<file path="src/design/tkdfc_pkg.sv">
// shared types and constants for the two-key debounce fan control block
package tkdfc_pkg;

  // debounce scanner phases
  typedef enum logic [1:0] {
    SCAN_IDLE   = 2'd0,
    SCAN_CHECK1 = 2'd1,
    SCAN_CHECK2 = 2'd2,
    SCAN_HOLD   = 2'd3
  } scan_phase_e;

  // confirmed key codes
  typedef enum logic [1:0] {
    KEY_NONE  = 2'd0,
    KEY_SPEED = 2'd1,
    KEY_RESET = 2'd2
  } key_code_e;

  // fan settings
  typedef enum logic [1:0] {
    FAN_STOP = 2'd0,
    FAN_LOW  = 2'd1,
    FAN_HIGH = 2'd2
  } fan_level_e;

  localparam int unsigned HoldW = 16;
  localparam logic [HoldW-1:0] LongPressReset = 16'd300;

  // register word indexes
  localparam logic [0:0] RegLongPress = 1'b0;

  // scanner status after one tick's scan
  typedef struct packed {
    key_code_e confirmed_key;
    logic      first_press;
    logic      long_press;
  } scan_t;

  // flag clears requested by the key actions
  typedef struct packed {
    logic first_press;
    logic long_press;
  } flag_clr_t;

  // one result item
  typedef struct packed {
    fan_level_e fan_level;
    logic       power_on;
    logic       anion_on;
    logic       gas_power_on;
    logic       lock_active;
    logic       filter_clear_pulse;
    key_code_e  key_code;
  } result_t;

endpackage

</file>
<file path="src/design/tkdfc_in_if.sv">
// input channel: one scan tick per transfer
interface tkdfc_in_if;
  logic valid;
  logic ready;
  logic speed_key_low;
  logic reset_key_low;
  logic lock_request;

  modport source (output valid, output speed_key_low, output reset_key_low,
                  output lock_request, input ready);
  modport sink (input valid, input speed_key_low, input reset_key_low,
                input lock_request, output ready);
endinterface

</file>
<file path="src/design/tkdfc_out_if.sv">
// output channel: control status after each scan tick
interface tkdfc_out_if;
  logic       valid;
  logic       ready;
  logic [1:0] fan_level;
  logic       power_on;
  logic       anion_on;
  logic       gas_power_on;
  logic       lock_active;
  logic       filter_clear_pulse;
  logic [1:0] key_code;

  modport source (output valid, output fan_level, output power_on, output anion_on,
                  output gas_power_on, output lock_active, output filter_clear_pulse,
                  output key_code, input ready);
  modport sink (input valid, input fan_level, input power_on, input anion_on,
                input gas_power_on, input lock_active, input filter_clear_pulse,
                input key_code, output ready);
endinterface

</file>
<file path="src/design/tkdfc_scan.sv">
// key debounce scanner with hold counter and long-press flag
module tkdfc_scan
  import tkdfc_pkg::*;
(
  input  logic             clk_i,
  input  logic             rst_ni,
  input  logic             step_i,
  input  logic             speed_key_low_i,
  input  logic             reset_key_low_i,
  input  logic [HoldW-1:0] long_press_ticks_i,
  input  flag_clr_t        clr_i,
  output scan_t            scan_o
);

  scan_phase_e      phase_q, phase_d;
  logic             key_idx_q, key_idx_d;
  logic [HoldW-1:0] hold_q, hold_d, hold_inc;
  logic             first_q, first_d;
  logic             long_q, long_d;
  key_code_e        ckey_q, ckey_d;
  logic             sel_low;

  // pressed state of the key being tracked (inputs are active low), high means pressed
  assign sel_low  = key_idx_q ? ~reset_key_low_i : ~speed_key_low_i;
  assign hold_inc = hold_q + 16'd1;

  // next phase
  always_comb begin
    phase_d = phase_q;
    case (phase_q)
      SCAN_IDLE: begin
        if (!speed_key_low_i || !reset_key_low_i) phase_d = SCAN_CHECK1;
      end
      SCAN_CHECK1: phase_d = sel_low ? SCAN_CHECK2 : SCAN_IDLE;
      SCAN_CHECK2: phase_d = sel_low ? SCAN_HOLD : SCAN_IDLE;
      SCAN_HOLD: begin
        if (!sel_low) phase_d = SCAN_IDLE;
      end
      default: phase_d = SCAN_IDLE;
    endcase
  end

  // key index, key code, hold counter and flags
  always_comb begin
    key_idx_d = key_idx_q;
    hold_d    = hold_q;
    first_d   = first_q;
    long_d    = long_q;
    ckey_d    = ckey_q;
    case (phase_q)
      SCAN_IDLE: begin
        if (!speed_key_low_i) begin
          key_idx_d = 1'b0;
        end else begin
          ckey_d = KEY_NONE;
          if (!reset_key_low_i) key_idx_d = 1'b1;
        end
      end
      SCAN_CHECK1: begin
        if (!sel_low) ckey_d = KEY_NONE;
      end
      SCAN_CHECK2: begin
        if (sel_low) begin
          ckey_d  = key_idx_q ? KEY_RESET : KEY_SPEED;
          first_d = 1'b1;
        end else begin
          ckey_d = KEY_NONE;
        end
      end
      SCAN_HOLD: begin
        first_d = 1'b0;
        if (!sel_low) begin
          long_d = 1'b0;
          hold_d = '0;
        end else if (hold_inc >= long_press_ticks_i) begin
          hold_d = '0;
          long_d = 1'b1;
        end else begin
          hold_d = hold_inc;
        end
      end
      default: ;
    endcase
  end

  assign scan_o = '{confirmed_key: ckey_d, first_press: first_d, long_press: long_d};

  // state update once per accepted tick, action clears applied last
  always_ff @(posedge clk_i or negedge rst_ni) begin
    if (!rst_ni) begin
      phase_q   <= SCAN_IDLE;
      key_idx_q <= 1'b0;
      hold_q    <= '0;
      first_q   <= 1'b0;
      long_q    <= 1'b0;
      ckey_q    <= KEY_NONE;
    end else if (step_i) begin
      phase_q   <= phase_d;
      key_idx_q <= key_idx_d;
      hold_q    <= hold_d;
      first_q   <= first_d & ~clr_i.first_press;
      long_q    <= long_d & ~clr_i.long_press;
      ckey_q    <= ckey_d;
    end
  end

endmodule

</file>
<file path="src/design/tkdfc_action.sv">
// key actions: fan, power, anion, gas drive and filter lock
module tkdfc_action
  import tkdfc_pkg::*;
(
  input  logic      clk_i,
  input  logic      rst_ni,
  input  logic      step_i,
  input  logic      lock_request_i,
  input  scan_t     scan_i,
  output flag_clr_t clr_o,
  output result_t   res_o
);

  fan_level_e fan_q, fan_d;
  logic       power_q, power_d;
  logic       anion_q, anion_d;
  logic       gas_q, gas_d;
  logic       locked_q, locked_d;
  logic       pulse;

  // actions of the confirmed key, lock request applied first
  always_comb begin
    fan_d    = fan_q;
    power_d  = power_q;
    anion_d  = anion_q;
    gas_d    = gas_q;
    locked_d = locked_q | lock_request_i;
    pulse    = 1'b0;
    clr_o    = '0;
    case (scan_i.confirmed_key)
      KEY_SPEED: begin
        if (!locked_d) begin
          if (scan_i.first_press) begin
            clr_o.first_press = 1'b1;
            gas_d   = 1'b1;
            fan_d   = (fan_q != FAN_HIGH) ? FAN_HIGH : FAN_LOW;
            anion_d = 1'b1;
            power_d = 1'b1;
          end else if (scan_i.long_press) begin
            clr_o.long_press = 1'b1;
            power_d = 1'b0;
            fan_d   = FAN_STOP;
            anion_d = 1'b0;
          end
        end
      end
      KEY_RESET: begin
        if (scan_i.long_press) begin
          clr_o.long_press = 1'b1;
          if (locked_d) begin
            locked_d = 1'b0;
            pulse    = 1'b1;
            power_d  = 1'b0;
          end
        end
      end
      default: ;
    endcase
  end

  assign res_o = '{fan_level: fan_d, power_on: power_d, anion_on: anion_d,
                   gas_power_on: gas_d, lock_active: locked_d,
                   filter_clear_pulse: pulse, key_code: scan_i.confirmed_key};

  // control state
  always_ff @(posedge clk_i or negedge rst_ni) begin
    if (!rst_ni) begin
      fan_q    <= FAN_STOP;
      power_q  <= 1'b0;
      anion_q  <= 1'b0;
      gas_q    <= 1'b0;
      locked_q <= 1'b0;
    end else if (step_i) begin
      fan_q    <= fan_d;
      power_q  <= power_d;
      anion_q  <= anion_d;
      gas_q    <= gas_d;
      locked_q <= locked_d;
    end
  end

endmodule

</file>
<file path="src/design/two_key_debounce_fan_control.sv">
// top level: input register, scanner, key actions and result register
//
//   channel   dir   handshake          payload
//   in_i      in    valid / ready      speed_key_low, reset_key_low, lock_request
//   out_o     out   valid / ready      fan_level .. key_code, one per tick
//   apb       in    psel/penable/...   long_press_ticks, read at address 0, written at any
//
// one tick per cycle while the output is not stalled; a tick is held in the input
// register, then its result in the result register until out_o takes it
// the scan and action update sits between the input and result registers
// a stalled output holds the pipe; the input register still takes one tick
// reset clears all scan and control state and loads long_press_ticks = 300
module two_key_debounce_fan_control
  import tkdfc_pkg::*;
(
  input  logic        clk_i,
  input  logic        rst_ni,
  tkdfc_in_if.sink    in_i,
  tkdfc_out_if.source out_o,
  input  logic        psel,
  input  logic        penable,
  input  logic        pwrite,
  input  logic [1:0]  paddr,
  input  logic [31:0] pwdata,
  output logic [31:0] prdata,
  output logic        pready
);

  logic             in_valid_q;
  logic             spd_q, rst_key_q, lock_q;
  logic             out_valid_q;
  result_t          res_q, res_d;
  logic             advance;
  logic [HoldW-1:0] lpt_q;
  scan_t            scan;
  flag_clr_t        clr;

  // configuration register
  assign pready = 1'b1;
  assign prdata = (paddr[1:0] == 2'd0) ? {16'd0, lpt_q} : 32'd0;

  always_ff @(posedge clk_i or negedge rst_ni) begin
    if (!rst_ni) begin
      lpt_q <= LongPressReset;
    end else if (psel && penable && pwrite && pready) begin
      lpt_q <= pwdata[HoldW-1:0];
    end
  end

  // pipeline control
  assign advance    = in_valid_q && (!out_valid_q || out_o.ready);
  assign in_i.ready = !in_valid_q || advance;

  always_ff @(posedge clk_i or negedge rst_ni) begin
    if (!rst_ni) begin
      in_valid_q  <= 1'b0;
      out_valid_q <= 1'b0;
    end else begin
      if (in_i.ready) in_valid_q <= in_i.valid;
      if (advance) out_valid_q <= 1'b1;
      else if (out_o.ready) out_valid_q <= 1'b0;
    end
  end

  // input register
  always_ff @(posedge clk_i) begin
    if (in_i.valid && in_i.ready) begin
      spd_q     <= in_i.speed_key_low;
      rst_key_q <= in_i.reset_key_low;
      lock_q    <= in_i.lock_request;
    end
  end

  tkdfc_scan u_scan (
    .clk_i              (clk_i),
    .rst_ni             (rst_ni),
    .step_i             (advance),
    .speed_key_low_i    (spd_q),
    .reset_key_low_i    (rst_key_q),
    .long_press_ticks_i (lpt_q),
    .clr_i              (clr),
    .scan_o             (scan)
  );

  tkdfc_action u_action (
    .clk_i          (clk_i),
    .rst_ni         (rst_ni),
    .step_i         (advance),
    .lock_request_i (lock_q),
    .scan_i         (scan),
    .clr_o          (clr),
    .res_o          (res_d)
  );

  // result register
  always_ff @(posedge clk_i) begin
    if (advance) res_q <= res_d;
  end

  assign out_o.valid              = out_valid_q;
  assign out_o.fan_level          = res_q.fan_level;
  assign out_o.power_on           = res_q.power_on;
  assign out_o.anion_on           = res_q.anion_on;
  assign out_o.gas_power_on       = res_q.gas_power_on;
  assign out_o.lock_active        = res_q.lock_active;
  assign out_o.filter_clear_pulse = res_q.filter_clear_pulse;
  assign out_o.key_code           = res_q.key_code;

`ifndef SYNTHESIS
  // a filter clear always comes with the unlock
  a_clear_unlocks: assert property (@(posedge clk_i) disable iff (!rst_ni)
    out_o.valid && out_o.filter_clear_pulse |-> !out_o.lock_active)
    else $error("filter clear while still locked");

  // anion is only switched on together with the latched gas drive
  a_anion_gas: assert property (@(posedge clk_i) disable iff (!rst_ni)
    out_o.valid && out_o.anion_on |-> out_o.gas_power_on)
    else $error("anion on without gas drive");

  // an empty result register never blocks the input
  a_no_false_stall: assert property (@(posedge clk_i) disable iff (!rst_ni)
    !out_valid_q |-> in_i.ready)
    else $error("input stalled with empty result register");
`endif

endmodule
</file>
<file path="src/flat_wrapper.sv">
// flat-port wrapper written by rule: the top's interface ports become plain ports
module two_key_debounce_fan_control_flat import tkdfc_pkg::*;
  (clk_i, rst_ni, psel, penable, pwrite, paddr, pwdata, prdata, pready, in_i_valid, in_i_speed_key_low, in_i_reset_key_low, in_i_lock_request, in_i_ready, out_o_valid, out_o_fan_level, out_o_power_on, out_o_anion_on, out_o_gas_power_on, out_o_lock_active, out_o_filter_clear_pulse, out_o_key_code, out_o_ready);
  tkdfc_in_if in_i_i ();
  tkdfc_out_if out_o_i ();
  input  logic clk_i;
  input  logic rst_ni;
  input  logic psel;
  input  logic penable;
  input  logic pwrite;
  input  logic [1:0] paddr;
  input  logic [31:0] pwdata;
  output logic [31:0] prdata;
  output logic pready;
  input wire logic [$bits(in_i_i.valid)-1:0] in_i_valid;
  input wire logic [$bits(in_i_i.speed_key_low)-1:0] in_i_speed_key_low;
  input wire logic [$bits(in_i_i.reset_key_low)-1:0] in_i_reset_key_low;
  input wire logic [$bits(in_i_i.lock_request)-1:0] in_i_lock_request;
  output wire logic [$bits(in_i_i.ready)-1:0] in_i_ready;
  output wire logic [$bits(out_o_i.valid)-1:0] out_o_valid;
  output wire logic [$bits(out_o_i.fan_level)-1:0] out_o_fan_level;
  output wire logic [$bits(out_o_i.power_on)-1:0] out_o_power_on;
  output wire logic [$bits(out_o_i.anion_on)-1:0] out_o_anion_on;
  output wire logic [$bits(out_o_i.gas_power_on)-1:0] out_o_gas_power_on;
  output wire logic [$bits(out_o_i.lock_active)-1:0] out_o_lock_active;
  output wire logic [$bits(out_o_i.filter_clear_pulse)-1:0] out_o_filter_clear_pulse;
  output wire logic [$bits(out_o_i.key_code)-1:0] out_o_key_code;
  input wire logic [$bits(out_o_i.ready)-1:0] out_o_ready;
  assign in_i_i.valid = in_i_valid;
  assign in_i_i.speed_key_low = in_i_speed_key_low;
  assign in_i_i.reset_key_low = in_i_reset_key_low;
  assign in_i_i.lock_request = in_i_lock_request;
  assign in_i_ready = in_i_i.ready;
  assign out_o_valid = out_o_i.valid;
  assign out_o_fan_level = out_o_i.fan_level;
  assign out_o_power_on = out_o_i.power_on;
  assign out_o_anion_on = out_o_i.anion_on;
  assign out_o_gas_power_on = out_o_i.gas_power_on;
  assign out_o_lock_active = out_o_i.lock_active;
  assign out_o_filter_clear_pulse = out_o_i.filter_clear_pulse;
  assign out_o_key_code = out_o_i.key_code;
  assign out_o_i.ready = out_o_ready;
  two_key_debounce_fan_control u_core (.clk_i(clk_i), .rst_ni(rst_ni), .in_i(in_i_i), .out_o(out_o_i), .psel(psel), .penable(penable), .pwrite(pwrite), .paddr(paddr), .pwdata(pwdata), .prdata(prdata), .pready(pready));
endmodule
</file>
<file path="config.mk">
export PLATFORM = sky130hd
export DESIGN_NAME = two_key_debounce_fan_control_flat
export DESIGN_NICKNAME = d
export VERILOG_FILES = /design/src/design/tkdfc_pkg.sv /design/src/design/tkdfc_in_if.sv /design/src/design/tkdfc_out_if.sv /design/src/design/tkdfc_scan.sv /design/src/design/tkdfc_action.sv /design/src/design/two_key_debounce_fan_control.sv /design/src/flat_wrapper.sv
export SDC_FILE = /design/constraint.sdc
export NUM_CORES = 1
export LEC_CHECK = 0
export ABC_AREA = 1
export ABC_CLOCK_PERIOD_IN_PS = 5700
export BUFFER_PORTS_ARGS = -buffer_cell sky130_fd_sc_hd__buf_2
export CAP_MARGIN = 20
export CORE_ASPECT_RATIO = 1.25
export CORE_MARGIN = 4
export CORE_UTILIZATION = 42
export DETAILED_ROUTE_END_ITERATION = 8
export MAX_ROUTING_LAYER = met4
export PLACE_DENSITY = 0.72
export SETUP_SLACK_MARGIN = 0.4
export SLEW_MARGIN = 10
export SYNTH_ARGS = -nofsm -noshare
export SYNTH_HDL_FRONTEND = slang
export SYNTH_SLANG_ARGS = --single-unit
</file>
<file path="constraint.sdc">
create_clock -name clk_i -period 5.7 [get_ports clk_i]
set_clock_uncertainty 0.05 [all_clocks]
set_input_delay 1.14 -clock clk_i [delete_from_list [all_inputs] [get_ports clk_i]]
set_output_delay 1.14 -clock clk_i [all_outputs]
set_load 0.03 [all_outputs]
</file>
==> impl_metrics.csv, run 1 <==
group,metric,value,unit
synth,syn_avg_cell_area,8.14,sq um
critical_path,cpPeakStageDelay,0.49,ns
final_layout,fin_nets,542,
hold_path,holdPathEnd,"u_core.u_action.gas_q",
critical_path,crit_path_end_kind,"register",
place,placed_area,3730,sq um
cts,insertion_delay,0.34,ns
job,maxCapViolCount,0,
status,status,"finished, final reports clean",
drt,drc,0,
place,hpwl,5460,um
floorplan,die_area,9740,sq um
critical_path,critPathRequiredTime,5.91,ns
floorplan,start_util,43.8,%
critical_path,reg2reg_to,"u_core.u_scan.hold_q[1]",
sta,tns,0,ns
critical_path,rr_startpoint,"u_core.u_scan.hold_q[0]",
power_and_ir_drop,ir_worst_vdd,287,uV
cts,clockRootBuffer,"clkbuf_8",
synth,synthArstFlopShare,79.7,%
final_layout,final_cells,579,
critical_path,r2r_slack,2.26,ns
cts,htreeDepth,3,
drt,ant_nets,0,
hold_path,worstHoldStart,"u_core.u_action.gas_q",
place,dpl.cell_count,561,
grt,grt_pass1_wl,12500,um
final_layout,regArea,1540,sq um
final_layout,num_antenna_cells,0,
grt,grt_start_max_net_pins,48,
final_layout,nFillCells,743,
cts,cts_sinks,59,
critical_path,cp-start-kind,"register",
cts,clockBufferDepth,2,
drt,dr.pass1.iters,4,
place,place_ws,2.26,ns
floorplan,die_w,89.1,um
cts,path_clk_slew,0.07,ns
grt,antenna_found_initial,0,
sta,setup_viol,0,
final_layout,multi_input_area,1520,sq um
floorplan,design.core.area,7880,sq um
power_and_ir_drop,p_per_area,388,nW/um^2
sta,min_period,3.44,ns
synth,ys_seq_elements,59,
critical_path,critPathTopFamily,"simple AND/OR/NAND/NOR gates",
critical_path,worst-setup-path-type,"register to register",
cts,ctsHoldBuffers,0,
hold_path,hp-class,"register to register",
synth,syn_area,3450,sq um
drt,wl,7330,um
critical_path,crit_arrival,3.65,ns
synth,yosys.cell_types.count,36,
sta,fin_ws,2.26,ns
critical_path,cp_num_buf_inv,1,
place,place_congestion,0.894,
final_layout,drive_gt1_share,18.6,%
synth,synth_edf_count,12,
synth,synth-seq-area-share,44.7,%
cts,post_cts_buffers,0,
grt,overflow,0,
power_and_ir_drop,p_leak,0.00216,uW
floorplan,die_height,109,um
sta,rsz0062_at_grt,"false",
critical_path,rr_worst_depth,14,
drt,vias,2837,
cts,cts_resized,0,
final_layout,final_cell_mix,"76 x nand2_1, 69 x inv_1, 54 x buf_2",
synth,synthCells,424,
final_layout,area_growth,14.7,%
final_layout,layout_commonest_cell,"nand2_1",
critical_path,crit_fanout,12,
final_layout,fin_area,3960,sq um
sta,slew_headroom,47.8,%
floorplan,fp-row-count,36,
sta,max_freq,290,MHz
sta,hold_viol_final,0,
critical_path,cp_slowest_cell,"nand4_1",
grt,track_usage,17.1,%
synth,synth_ff_type,"dfrtp_1",
critical_path,cp_cell_sequence,"ha_1 > nand3_1 > nor4_4 > nand4_2 > nor3_2 > xor2_1 > ha_1 > nand2_1 > o21ai_0 > nor2_1 > nand4_1 > inv_1 > nand2_1 > o21ai_0",
drt,vias_per_cell,4.90,
floorplan,io_pins,88,
drt,wl_per_cell,12.7,um
place,io_buffers,54,
sta,timing.final.crit_share,60.4,%
sta,slew_viol_final,0,
hold_path,hold_depth,2,
cts,numCtsBuffers,9,
drt,drt_iter0_markers,179,
synth,yosysWarningCount,0,
cts,cts_tree,"yes",
grt,grt_pass1_vias,2776,
sta,worst_pin_slew,0.781,ns
-- final cells by class --
class / instances / area share, %
clock buffers: 10 / 3.48
clock inverters: 6 / 1.39
inverters: 73 / 6.99
multi-input cells: 280 / 38.4
flip-flops and latches: 59 / 39.0
well taps: 95 / 3.01
repair buffers: 56 / 7.72
-- metrics by stage --
| step | util (%) | hold WS, ns | power (uW) |
|---|---|---|---|
| 2_1_floorplan | - | 0.373 | 1040 |
| 5_1_grt | 50.2 | 0.451 | 1670 |
| 3_5_place_dp | 47.3 | 0.398 | 1160 |
| 3_3_place_gp | 47.3 | 0.386 | 1140 |
| 4_1_cts | 49.7 | 0.416 | 1550 |
| 6_report | 50.2 | 0.409 | 1530 |
-- cells in the mapped netlist, types with 2 or more instances --
cell type  count  share of area [%]
nor2_1        49                5.3
o22ai_1        7                1.3
ha_1          19                6.9
dfstp_2        4                3.0
nand3_1       17                2.5
nand2_2        2               0.36
edfxtp_1      12                 10
inv_2          3               0.33
o21ai_1        4               0.58
o21ai_0       24                3.5
a31oi_1        4               0.73
clkbuf_1       8               0.87
o211ai_1       2               0.44
nor3_1         3               0.44
buf_4         17                3.7
a21oi_1       24                3.5
dfrtp_1       43                 31
nand4_1        7                1.3
nand2_1       76                8.3
xor2_1        12                3.0
nor4_4         2                1.2
conb_1         2               0.22
inv_1         69                7.5
buf_2          2               0.29
-- where the power goes --
group	total [uW]	internal (uW)	switching, uW
logic	549	176	373
clock network	375	209	166
registers	610	541	68.8
total	1530	926	608
-- metal layers --
layer  vias to the layer above  part of all wire [%]  wire (um)  track usage [%]
li1                       1434                     -          -                -
met1                      1329                    41       3030             19.2
met2                        65                    52       3820             28.6
met4                         0                   1.3         93             7.02
met5                         -                     0          0                -
met3                         9                   5.3        390             4.50
-- flip-flops by register name, indices dropped and copies added, names as in the netlist, 2 cells and up --
register,count
u_core.lpt_q,16
u_core.u_scan.hold_q,16
u_core.out_o.fan_level,2
u_core.out_o.key_code,2
u_core.u_action.fan_q,2
u_core.u_scan.ckey_q,2
u_core.u_scan.phase_q,2
-- worst register-to-register path, delay by kind of cell, from the launching register on --
| family | cells | cell delay [ns] |
|---|---|---|
| simple gates | 8 | 1.63 |
| fa+ha+maj | 2 | 0.50 |
| flops | 1 | 0.41 |
| buf+inv | 1 | 0.35 |
| xor+xnor | 1 | 0.24 |
| compound gates | 2 | 0.19 |
-- cell families (layout without fill, tap and decap cells) --
| family | Yosys count | count (layout) | share of synthesized area [%] |
|---|---|---|---|
| simple gates | 163 | 163 | 21.3 |
| buf+inv | 100 | 145 | 12.9 |
| compound gates | 69 | 69 | 11.0 |
| flops | 59 | 59 | 44.7 |
| fa+ha+maj | 19 | 19 | 6.89 |
| xor+xnor | 12 | 12 | 3.05 |
| other cells | 2 | 17 | 0.218 |
-- worst max path at each step --
stage | startpoint | end | slack [ns] | cells past startpoint
after floorplan | paddr[1] | prdata[10] | 2.32 | 4
after global placement | out_o_ready | u_core.u_scan.hold_q[1] | 2.26 | 9
after detailed placement | out_o_ready | u_core.u_scan.hold_q[13] | 2.26 | 9
after CTS | u_core.u_scan.hold_q[0] | u_core.u_scan.hold_q[13] | 2.29 | 14
after global routing | u_core.u_scan.hold_q[0] | u_core.u_scan.hold_q[1] | 1.91 | 14
final | u_core.u_scan.hold_q[0] | u_core.u_scan.hold_q[1] | 2.26 | 14
(Power assumes the default switching activity.)
==> run 2, diff against run 1 <==
Settings changed: ABC_CLOCK_PERIOD_IN_PS 5700 to 3000, PLACE_DENSITY 0.72 to 0.74.
Clock period 5.7 ns to 3 ns, I/O delays scaled along.
==> impl_metrics.csv, run 2 (synthesis gave the netlist of run 1 again) <==
group,metric,value,unit
sta,slew_headroom,31.1,%
final_layout,drive_gt1_share,25.6,%
final_layout,num_antenna_cells,0,
critical_path,critPathTopFamily,"simple AND/OR/NAND/NOR gates",
final_layout,final_cells,599,
grt,track_usage,17.9,%
drt,drc,0,
final_layout,layout_commonest_cell,"nand2_1",
critical_path,rr_worst_depth,14,
cts,htreeDepth,3,
floorplan,die_area,9740,sq um
critical_path,cp_slowest_cell,"dfrtp_1",
critical_path,cpPeakStageDelay,0.41,ns
drt,wl_per_cell,13.1,um
power_and_ir_drop,p_sw,1230,uW
grt,grt_start_max_net_pins,48,
sta,max_freq,345,MHz
place,io_buffers,54,
critical_path,reg2reg_to,"u_core.u_scan.hold_q[13]",
critical_path,critPathRequiredTime,3.22,ns
power_and_ir_drop,combPwrFrac,37.6,%
grt,grt_pass1_vias,3069,
cts,ctsHoldBuffers,0,
critical_path,r2r_slack,0.1,ns
place,place_congestion,0.909,
power_and_ir_drop,power,3170,uW
critical_path,crit_top_cell,"nand4_1",
floorplan,die_height,109,um
status,status,"finished, final reports clean",
drt,drt_iter0_markers,176,
place,place_ws,-0.0466,ns
final_layout,top_regs,"u_core.lpt_q x16, u_core.u_scan.hold_q x16",
final_layout,area_growth,23.2,%
critical_path,cp-start-kind,"register",
critical_path,crit_arrival,3.12,ns
critical_path,crit_path_end_kind,"register",
floorplan,start_util,43.8,%
critical_path,crit_fanout,5,
power_and_ir_drop,clkPwrFrac,25.9,%
sta,fin_ws,0.0998,ns
sta,slew_viol_final,0,
grt,antenna_found_initial,0,
sta,setup_viol,0,
cts,clockRootBuffer,"clkbuf_8",
drt,wl,7820,um
cts,insertion_delay,0.35,ns
floorplan,io_pins,88,
sta,timing.final.crit_share,96.7,%
cts,clockBufferDepth,2,
power_and_ir_drop,sw_frac_of_total,38.6,%
place,hpwl,5640,um
sta,rsz0062_at_grt,"true",
power_and_ir_drop,ir_worst_vdd,425,uV
power_and_ir_drop,power_frac_seq,36.4,%
drt,dr.pass1.iters,4,
sta,min_period,2.90,ns
drt,vias_per_cell,4.98,
sta,worst_pin_slew,1.03,ns
cts,cts_sinks,59,
final_layout,fin_nets,562,
drt,vias,2985,
place,dpl.cell_count,566,
power_and_ir_drop,p_per_area,747,nW/um^2
grt,grt_pass1_wl,13200,um
cts,path_clk_slew,0.06,ns
critical_path,cp_num_buf_inv,1,
cts,numCtsBuffers,9,
grt,overflow,0,
cts,cts_tree,"yes",
sta,hold_viol_final,0,
critical_path,worst-setup-path-type,"register to register",
critical_path,rr_startpoint,"u_core.u_scan.hold_q[0]",
final_layout,final_cell_mix,"71 x nand2_1, 69 x inv_1, 54 x buf_2",
power_and_ir_drop,p_leak,0.00230,uW
power_and_ir_drop,internal_power,1950,uW
drt,ant_nets,0,
floorplan,design.core.area,7880,sq um
critical_path,cp_cell_sequence,"ha_2 > nand3_4 > nor4_4 > nand4_2 > nor3_2 > xor2_1 > ha_1 > nand4_1 > a21oi_2 > nor2_2 > nand4_1 > inv_1 > nand2_1 > o21ai_0",
hold_path,hp-class,"primary input to async pin",
final_layout,final_util,53.9,%
job,maxCapViolCount,0,
floorplan,die_w,89.1,um
floorplan,fp-row-count,36,
## run 2: cell types whose count changed in the layout (fill, tap and decap cells not counted), sizes merged
cell	previous run	this run
bufinv	1	2
clkinvlp	1	0
clkinv	4	0
clkbuf	10	14
buf	56	76
## run 2: power groups by stage
stage | Clock, uW | Combinational, uW | Sequential, uW
after global placement | 0 | 1020 | 1170
after detailed placement | 0 | 1070 | 1170
after global routing | 873 | 1370 | 1180
final | 824 | 1190 | 1160
after CTS | 839 | 1170 | 1150
after floorplan | 0 | 765 | 1210
## run 2: worst max path at each step
stage / start / end / slack (ns) / depth (start not counted)
global placement: u_core.u_scan.hold_q[0] / u_core.out_o.lock_active / 0.02 / 13
floorplan: u_core.u_scan.hold_q[0] / u_core.out_o.fan_level[0] / 0.40 / 15
finish: u_core.u_scan.hold_q[0] / u_core.u_scan.hold_q[13] / 0.1 / 14
global route: u_core.u_scan.hold_q[0] / u_core.u_scan.hold_q[13] / -0.12 / 14
CTS: u_core.u_scan.hold_q[0] / u_core.u_scan.hold_q[11] / 0.22 / 13
detailed placement: u_core.u_scan.hold_q[0] / u_core.out_o.lock_active / -0.05 / 13
## run 2: what timing repair did
action	4_1_cts	5_1_grt
pin swaps	8	3
endpoints found under the setup margin	28	28
cloned	0	0
resized for setup	16	12
buffers inserted	13	3
## run 2: final cells by class
type,count,area (sq um)
Tap cell,95,119
Multi-Input combinational cell,280,1640
Fill cell,739,3630
Timing Repair Buffer,76,455
Inverter,73,277
Sequential cell,59,1540
Clock buffer,14,163
Clock inverter,2,60.1
## run 2: metrics by stage
| stage | hold WS (ns) | setup TNS, ns | cell area (sq um) |
|---|---|---|---|
| detailed placement | 0.389 | -0.0603 | 3770 |
| finish | 0.207 | 0 | 4250 |
| global placement | 0.385 | 0 | 3770 |
| floorplan | 0.254 | 0 | 3510 |
| CTS | 0.353 | 0 | 4150 |
| global route | 0.243 | -1.41 | 4250 |
## run 2: metal layers
metal  vias to the layer above  GRT usage, %  wire [um]
met5                         -             -          0
met4                         0          10.3        202
met3                        18          2.92        394
met2                        77          30.5       4120
met1                      1414          19.4       3110
li1                       1476             -          -
